File: src/rtl/tkd_pkg.sv
// Package for the terminal key escape decoder: key kinds, parse phases,
// byte constants and the two key lookup functions.
// No dependencies; used by terminal_key_escape_decoder.
`default_nettype none

package tkd_pkg;

  typedef logic [3:0] key_kind_t;
  typedef logic [2:0] phase_t;
  typedef logic [7:0] byte_t;
  typedef logic [3:0] digit_t;

  // Key kinds as they appear on the result channel.
  localparam key_kind_t K_PLAIN = 4'd0;
  localparam key_kind_t K_ESC   = 4'd1;
  localparam key_kind_t K_UP    = 4'd2;
  localparam key_kind_t K_DOWN  = 4'd3;
  localparam key_kind_t K_RIGHT = 4'd4;
  localparam key_kind_t K_LEFT  = 4'd5;
  localparam key_kind_t K_HOME  = 4'd6;
  localparam key_kind_t K_END   = 4'd7;
  localparam key_kind_t K_DEL   = 4'd8;
  localparam key_kind_t K_PGUP  = 4'd9;
  localparam key_kind_t K_PGDN  = 4'd10;

  // Parse phases.
  localparam phase_t PH_IDLE  = 3'd0;
  localparam phase_t PH_ESC   = 3'd1;
  localparam phase_t PH_BRK   = 3'd2;
  localparam phase_t PH_SS3   = 3'd3;
  localparam phase_t PH_OTHER = 3'd4;
  localparam phase_t PH_DIGIT = 3'd5;

  // Bytes of interest.
  localparam byte_t B_ESC     = 8'h1B;
  localparam byte_t B_BRACKET = 8'h5B; // '['
  localparam byte_t B_SS3     = 8'h4F; // 'O'
  localparam byte_t B_TILDE   = 8'h7E; // '~'
  localparam byte_t B_A       = 8'h41;
  localparam byte_t B_B       = 8'h42;
  localparam byte_t B_C       = 8'h43;
  localparam byte_t B_D       = 8'h44;
  localparam byte_t B_H       = 8'h48;
  localparam byte_t B_F       = 8'h46;
  localparam byte_t B_ZERO    = 8'h30;
  localparam byte_t B_NINE    = 8'h39;

  // Final letter of an ESC '[' sequence.
  function automatic key_kind_t bracket_letter(input byte_t b);
    key_kind_t k;
    case (b)
      B_A:     k = K_UP;
      B_B:     k = K_DOWN;
      B_C:     k = K_RIGHT;
      B_D:     k = K_LEFT;
      B_H:     k = K_HOME;
      B_F:     k = K_END;
      default: k = K_ESC;
    endcase
    return k;
  endfunction

  // Key named by the digit of an ESC '[' digit '~' sequence.
  function automatic key_kind_t digit_key(input digit_t d);
    key_kind_t k;
    case (d) inside
      4'd1, 4'd7: k = K_HOME;
      4'd3:       k = K_DEL;
      4'd4, 4'd8: k = K_END;
      4'd5:       k = K_PGUP;
      4'd6:       k = K_PGDN;
      default:    k = K_ESC;
    endcase
    return k;
  endfunction

endpackage

`default_nettype wire

File: src/rtl/terminal_key_escape_decoder.sv
// Terminal key escape decoder: turns a byte stream with timeout events into
// key requests. Depends on tkd_pkg for key kinds, phases and lookups.
//
// Usage: each input request carries one received byte (in_byte) or a
// timeout event (in_timeout high, in_byte ignored). Plain bytes come out
// as plain keys with their value; escape sequences for the cursor, home,
// end, delete and page keys come out as named keys with a zero byte, and
// a broken or unknown sequence, or a timeout inside one, gives a lone
// escape. Bytes that only advance a sequence, and a timeout while idle,
// give no result request.
// A result appears on the out_ channel in the cycle after the input
// request that completes it is accepted. Throughput: one input request per
// cycle while the result register is not stalled; the parse state and the
// result register are both updated in the accepting cycle.
// Stalls: the result register holds its request until out_ready; while it
// is full and stalled, in_ready is low. It is freed and refilled in the
// same cycle, so no bubble appears when the receiver keeps up.
// Reset (rst_n low, synchronous) returns the parser to idle and empties the
// result register.
`default_nettype none

module terminal_key_escape_decoder (
  input  wire                      clk,
  input  wire                      rst_n,
  input  wire                      in_valid,
  output logic                     in_ready,
  input  wire  tkd_pkg::byte_t     in_byte,
  input  wire                      in_timeout,
  output logic                     out_valid,
  input  wire                      out_ready,
  output tkd_pkg::key_kind_t       out_key_kind,
  output tkd_pkg::byte_t           out_key_byte
);
  import tkd_pkg::*;

  phase_t    phase_r, phase_nxt;
  digit_t    digit_r, digit_nxt;
  logic      out_valid_r, out_valid_nxt;
  key_kind_t kind_r;
  byte_t     byte_r;

  logic      acc;
  logic      emit;
  key_kind_t emit_kind;
  byte_t     emit_byte;
  logic      is_digit;

  assign in_ready     = !out_valid_r || out_ready;
  assign acc          = in_valid && in_ready;
  assign out_valid    = out_valid_r;
  assign out_key_kind = kind_r;
  assign out_key_byte = byte_r;
  assign is_digit     = (in_byte >= B_ZERO) && (in_byte <= B_NINE);

  always_comb begin
    emit      = 1'b0;
    emit_kind = K_ESC;
    emit_byte = '0;
    digit_nxt = digit_r;
    phase_nxt = PH_IDLE;
    unique case (phase_r)
      PH_ESC: begin
        if (in_timeout) begin
          emit = 1'b1;
        end else if (in_byte == B_BRACKET) begin
          phase_nxt = PH_BRK;
        end else if (in_byte == B_SS3) begin
          phase_nxt = PH_SS3;
        end else begin
          phase_nxt = PH_OTHER;
        end
      end
      PH_BRK: begin
        if (in_timeout) begin
          emit = 1'b1;
        end else if (is_digit) begin
          digit_nxt = in_byte[3:0];
          phase_nxt = PH_DIGIT;
        end else begin
          emit      = 1'b1;
          emit_kind = bracket_letter(in_byte);
        end
      end
      PH_SS3: begin
        emit = 1'b1;
        if (!in_timeout && in_byte == B_H) begin
          emit_kind = K_HOME;
        end else if (!in_timeout && in_byte == B_F) begin
          emit_kind = K_END;
        end
      end
      PH_DIGIT: begin
        emit = 1'b1;
        if (!in_timeout && in_byte == B_TILDE) begin
          emit_kind = digit_key(digit_r);
        end
      end
      PH_OTHER: begin
        emit = 1'b1;
      end
      default: begin
        // Idle, and the unused codes behave as idle.
        if (!in_timeout) begin
          if (in_byte == B_ESC) begin
            phase_nxt = PH_ESC;
          end else begin
            emit      = 1'b1;
            emit_kind = K_PLAIN;
            emit_byte = in_byte;
          end
        end
      end
    endcase
  end

  always_comb begin
    out_valid_nxt = out_valid_r;
    if (acc) begin
      out_valid_nxt = emit;
    end else if (out_ready) begin
      out_valid_nxt = 1'b0;
    end
  end

  always_ff @(posedge clk) begin
    if (!rst_n) begin
      phase_r     <= PH_IDLE;
      digit_r     <= '0;
      out_valid_r <= 1'b0;
    end else begin
      out_valid_r <= out_valid_nxt;
      if (acc) begin
        phase_r <= phase_nxt;
        digit_r <= digit_nxt;
      end
    end
  end

  always_ff @(posedge clk) begin
    if (acc && emit) begin
      kind_r <= emit_kind;
      byte_r <= emit_byte;
    end
  end

  // Only a plain key carries a byte value.
  a_byte_only_plain: assert property (@(posedge clk) disable iff (!rst_n)
    out_valid_r && kind_r != K_PLAIN |-> byte_r == '0)
    else $error("non-plain key with nonzero byte");

  // A timeout inside a sequence ends it with a lone escape.
  a_timeout_escape: assert property (@(posedge clk) disable iff (!rst_n)
    acc && in_timeout && phase_r != PH_IDLE |=>
      out_valid_r && kind_r == K_ESC && phase_r == PH_IDLE)
    else $error("timeout in sequence did not give escape");

  // ESC while idle starts a sequence and gives no result.
  a_esc_starts: assert property (@(posedge clk) disable iff (!rst_n)
    acc && !in_timeout && in_byte == B_ESC && phase_r == PH_IDLE |=>
      !out_valid_r && phase_r == PH_ESC)
    else $error("escape while idle mishandled");

  // A plain byte while idle is passed straight through.
  a_plain_pass: assert property (@(posedge clk) disable iff (!rst_n)
    acc && !in_timeout && in_byte != B_ESC && phase_r == PH_IDLE |=>
      out_valid_r && kind_r == K_PLAIN && byte_r == $past(in_byte))
    else $error("plain byte not passed through");

endmodule

`default_nettype wire
File: config.mk
export PLATFORM = sky130hd
export DESIGN_NAME = terminal_key_escape_decoder
export DESIGN_NICKNAME = d
export VERILOG_FILES = /design/src/rtl/tkd_pkg.sv /design/src/rtl/terminal_key_escape_decoder.sv
export SDC_FILE = /design/constraint.sdc
export NUM_CORES = 1
export LEC_CHECK = 0
export CAP_MARGIN = 20
export CORE_UTILIZATION = 55
export DETAILED_ROUTE_END_ITERATION = 10
export DONT_BUFFER_PORTS = 1
export PLACE_DENSITY = 0.69
export REMOVE_ABC_BUFFERS = 1
export SETUP_SLACK_MARGIN = 0.4
export SKIP_CTS_REPAIR_TIMING = 1
export SKIP_LAST_GASP = 1
export SYNTH_ARGS = -nofsm -noshare
export SYNTH_HDL_FRONTEND = slang
export SYNTH_SLANG_ARGS = --single-unit
File: constraint.sdc
create_clock -name clk -period 8.03 [get_ports clk]
set_clock_uncertainty 0.2 [all_clocks]
set_input_delay 1.606 -clock clk [delete_from_list [all_inputs] [get_ports clk]]
set_output_delay 1.606 -clock clk [all_outputs]
set_load 0.02 [all_outputs]
==> summary.md <==
The setup slack of the most critical reg-to-reg path was 6020 ps. In this run, CTS created clock tree buffers numbering 3. In this run the count of I/O pins placed on the die edge is 27. Yosys printed 0 warnings.

Number of max-capacitance violations reported: 0. The first global-routing pass estimated 3.16 mm of wire. After technology mapping, the gate count stands at 120.

Cells with a size suffix above 1 make up 9.32% of the layout. The residual overflow from global routing is 0. Internal power comes to 140 uW. By area the synthesized netlist is led by edfxtp_1, dfxtp_1, a21oi_1. The peak ir drop on the vdd network was 0.0912 mV. The total number of placement rows came out at 16.

The slew at the pin closest to its max-slew limit is 375 ps, and the final count of negative-setup-slack endpoints is 0. The tools report the CTS sink count as 20. The worst setup path is launched from an input port.

The mean number of vias per cell was 6.37. At the worst endpoint, the required time is 6220 ps. STA classifies the critical path endpoint as a primary output.

The count of endpoints failing hold in the final timing report came out at 0. The worst pin sits at a relative slew slack of 74.7%. The tools report the number of design-rule violations left by the first detailed-router iteration as 24. The path type of the worst setup path was in -> out. The core region is 0.00198 mm^2. The top-area cell type share of the netlist area works out to 30.8%. For this design the ratio of total power to cell area is 153 mW/mm^2. Hold is met by 322 ps.

The total number of H-tree levels is 1, and the critical path arrival is 1860 ps. In the final routed layout, each cell accounts on average for 15.1 um. 0 antenna diodes ended up in the layout.

The worst register-to-register path begins at phase_r[0]$_SDFFE_PN0P_. The synthesized area per cell is 9.76 um^2. The signal on the critical path passes through nand2b_1. The slowest stage of the critical path is the nand2b_1 cell. Net switching is 24.7% of the power.

The tools report the launch instance of the worst min-delay path as phase_r[1]$_SDFFE_PN0P_. The highest fanout seen on the critical path was 4; the largest net degree at the start of global routing was 13. Routability-driven placement finished with a final weighted congestion of 0.830. The final layout contains 133 nets.

The cell count of the worst hold path was 2; the die area was 0.00232 mm^2. After synthesis, the most frequently instantiated cells are edfxtp_1, a21oi_1, dfxtp_1, and2_1. The logs give 19.8% for the total track usage and 520 um^2 for the flip-flop and latch area. For the worst-skew pair, the clock arrives at the later sink with an insertion delay of 300 ps.

After filler insertion, the fill cell instance count of the layout stands at 164. Once the floorplan was initialized, standard cells occupied 59.1% of the core. The number of max-slew violations in the final report is 0. Yosys instantiated no cell more often than edfxtp_1. The cell area after synthesis was 0.00117 mm^2. TritonCTS built the clock tree. The worst reg-to-reg path cell count is 5, and the post-synthesis sequential area ratio is 44.4%. The flip-flop cell with the highest count after synthesis is edfxtp_1. Detailed-route wire length: 2.18 mm.

Among cell families on the critical path, the largest total delay comes from simple AND/OR/NAND/NOR gates. The biggest cell delay along the critical path is 250 ps. The clock passes through at most 2 buffers.

For this block, the via count after detailed routing is 923. The end of the worst register-to-register path is out_key_kind[3]$_DFFE_PP_. Of the available clock period, the critical path in the final layout requires 45.7%.

The tree is rooted in a clkbuf_4. Top cell type by total area after synthesis: edfxtp_1. The area added between synthesis and finish was 3.53%; the combinational power share was 9.6%. The number of antenna violations at the first check in global routing was 0; the sequential group share of total power was 65.2%. The logs give 1.66 mm for the sum of net half-perimeters after detailed placement and 0.273 GHz for the highest clock frequency the design can meet.

The die is 48.1 um wide. The end point of the worst hold path is phase_r[1]$_SDFFE_PN0P_. The clock network fraction of total power came out at 25.3%. The number of nets with antenna violations after routing is 0, and the register clock-pin slew on the reported worst setup and hold paths is 110 ps. The worst hold path belongs to the class reg -> reg. For the length of the first detailed-routing pass in iterations, the log shows 4. The multi-input combinational cells in the finished layout cover a total of 617 um^2. Summed over all failing endpoints, the final setup total negative slack is 0 ps. Summed over all nets, the switching power comes to 45.8 uW. Counting both buffers and inverters, the worst setup path holds a total of 0. Setup repair after global routing left no endpoint under its margin.

The run finished with clean final reports. For the finished layout, the period the worst path requires is 3670 ps. After detailed routing, the number of remaining DRC violations is 0.

Yosys mapped a number of flops with a built-in enable equal to 12. The die is 48.1 um tall. For the leakage power, the log shows 0.388 nW. Of all flip-flops after synthesis, the portion carrying an async set or reset was 0%.

During placement, the flow inserted port buffers numbering 0. The run gives 685 as the number of global-route vias before repair. Counting distinct cell types in the post-synthesis netlist gives 43. Synthesis inferred 20 register bits.
==> state kept, by name, indices dropped and copies added (netlist names) <==
signal and count:
out_key_byte 8, digit_r 4, out_key_kind 4, phase_r 3
out_valid 1
==> area by class of cell <==
cell class                      count  share of cell area (%)
Multi-Input combinational cell     91                    50.9
Tap cell                           27                    2.79
Timing Repair Buffer                1                   0.619
Inverter                            3                   0.929
Clock buffer                        3                    1.86
Sequential cell                    20                    42.9
==> how the worst max path moves through the flow <==
stage	cells past startpoint	end	start	slack [ps]
global placement	1	in_ready	out_ready	4370
global route	1	in_ready	out_ready	4350
floorplan	1	in_ready	out_ready	4380
detailed placement	1	in_ready	out_ready	4360
CTS	1	in_ready	out_ready	4360
finish	1	in_ready	out_ready	4360
==> cell families (layout without fill, tap and decap cells) <==
group                  count (synthesis)  after routing  share of synthesized area, %
buffers and inverters                  9              7                          2.88
AO/OA/AOI/OAI                         32             32                          20.6
flip-flops                            20             20                          44.4
multiplexers                           3              3                          2.67
AND/OR/NAND/NOR                       54             54                          27.9
XOR/XNOR                               2              2                          1.50
==> layout by cell type, fill, tap and decap left out, drive strengths merged, types with 2 or more instances in the layout <==
cell	netlist	routed
nor2	6	6
and3	5	5
mux2i	2	2
and2	7	7
o22ai	3	3
nand4b	3	3
nor2b	4	4
or3	2	2
nand2	6	6
edfxtp	12	12
o22a	2	2
nand3	5	5
a21oi	9	9
dfxtp	8	8
nor3	3	3
nand4	2	2
clkbuf	6	3
o21ai	6	6
nand2b	3	3
inv	3	3
o221a	2	2
==> through the flow <==
| step | instance area (um^2) | cells | util (%) | power (mW) | setup WS, ps |
|---|---|---|---|---|---|
| after floorplan | 1150 | 114 | - | 0.137 | 4380 |
| after global placement | 1190 | 142 | 60.0 | 0.141 | 4370 |
| after detailed placement | 1190 | 142 | 60.0 | 0.141 | 4360 |
| after CTS | 1210 | 145 | 61.2 | 0.186 | 4360 |
| after global routing | 1210 | 145 | 61.2 | 0.194 | 4350 |
| final | 1210 | 145 | 61.2 | 0.186 | 4360 |
==> layer usage <==
metal	vias to the layer above	share of wire, %	global-route usage (%)
met3	5	6.0	5.56
li1	461	-	-
met4	0	1.9	8.33
met5	-	0	0
met2	33	45	28.8
met1	424	47	27.3
==> power by group through the flow <==
stage / combinational (mW) / sequential (mW) / clock (mW)
2_1_floorplan: 0.0145 / 0.123 / 0
3_3_place_gp: 0.0174 / 0.123 / 0
3_5_place_dp: 0.0178 / 0.123 / 0
4_1_cts: 0.0178 / 0.121 / 0.0476
5_1_grt: 0.0196 / 0.122 / 0.0522
6_report: 0.0177 / 0.121 / 0.0469
No activity file was read; power rests on OpenSTA's default activity.
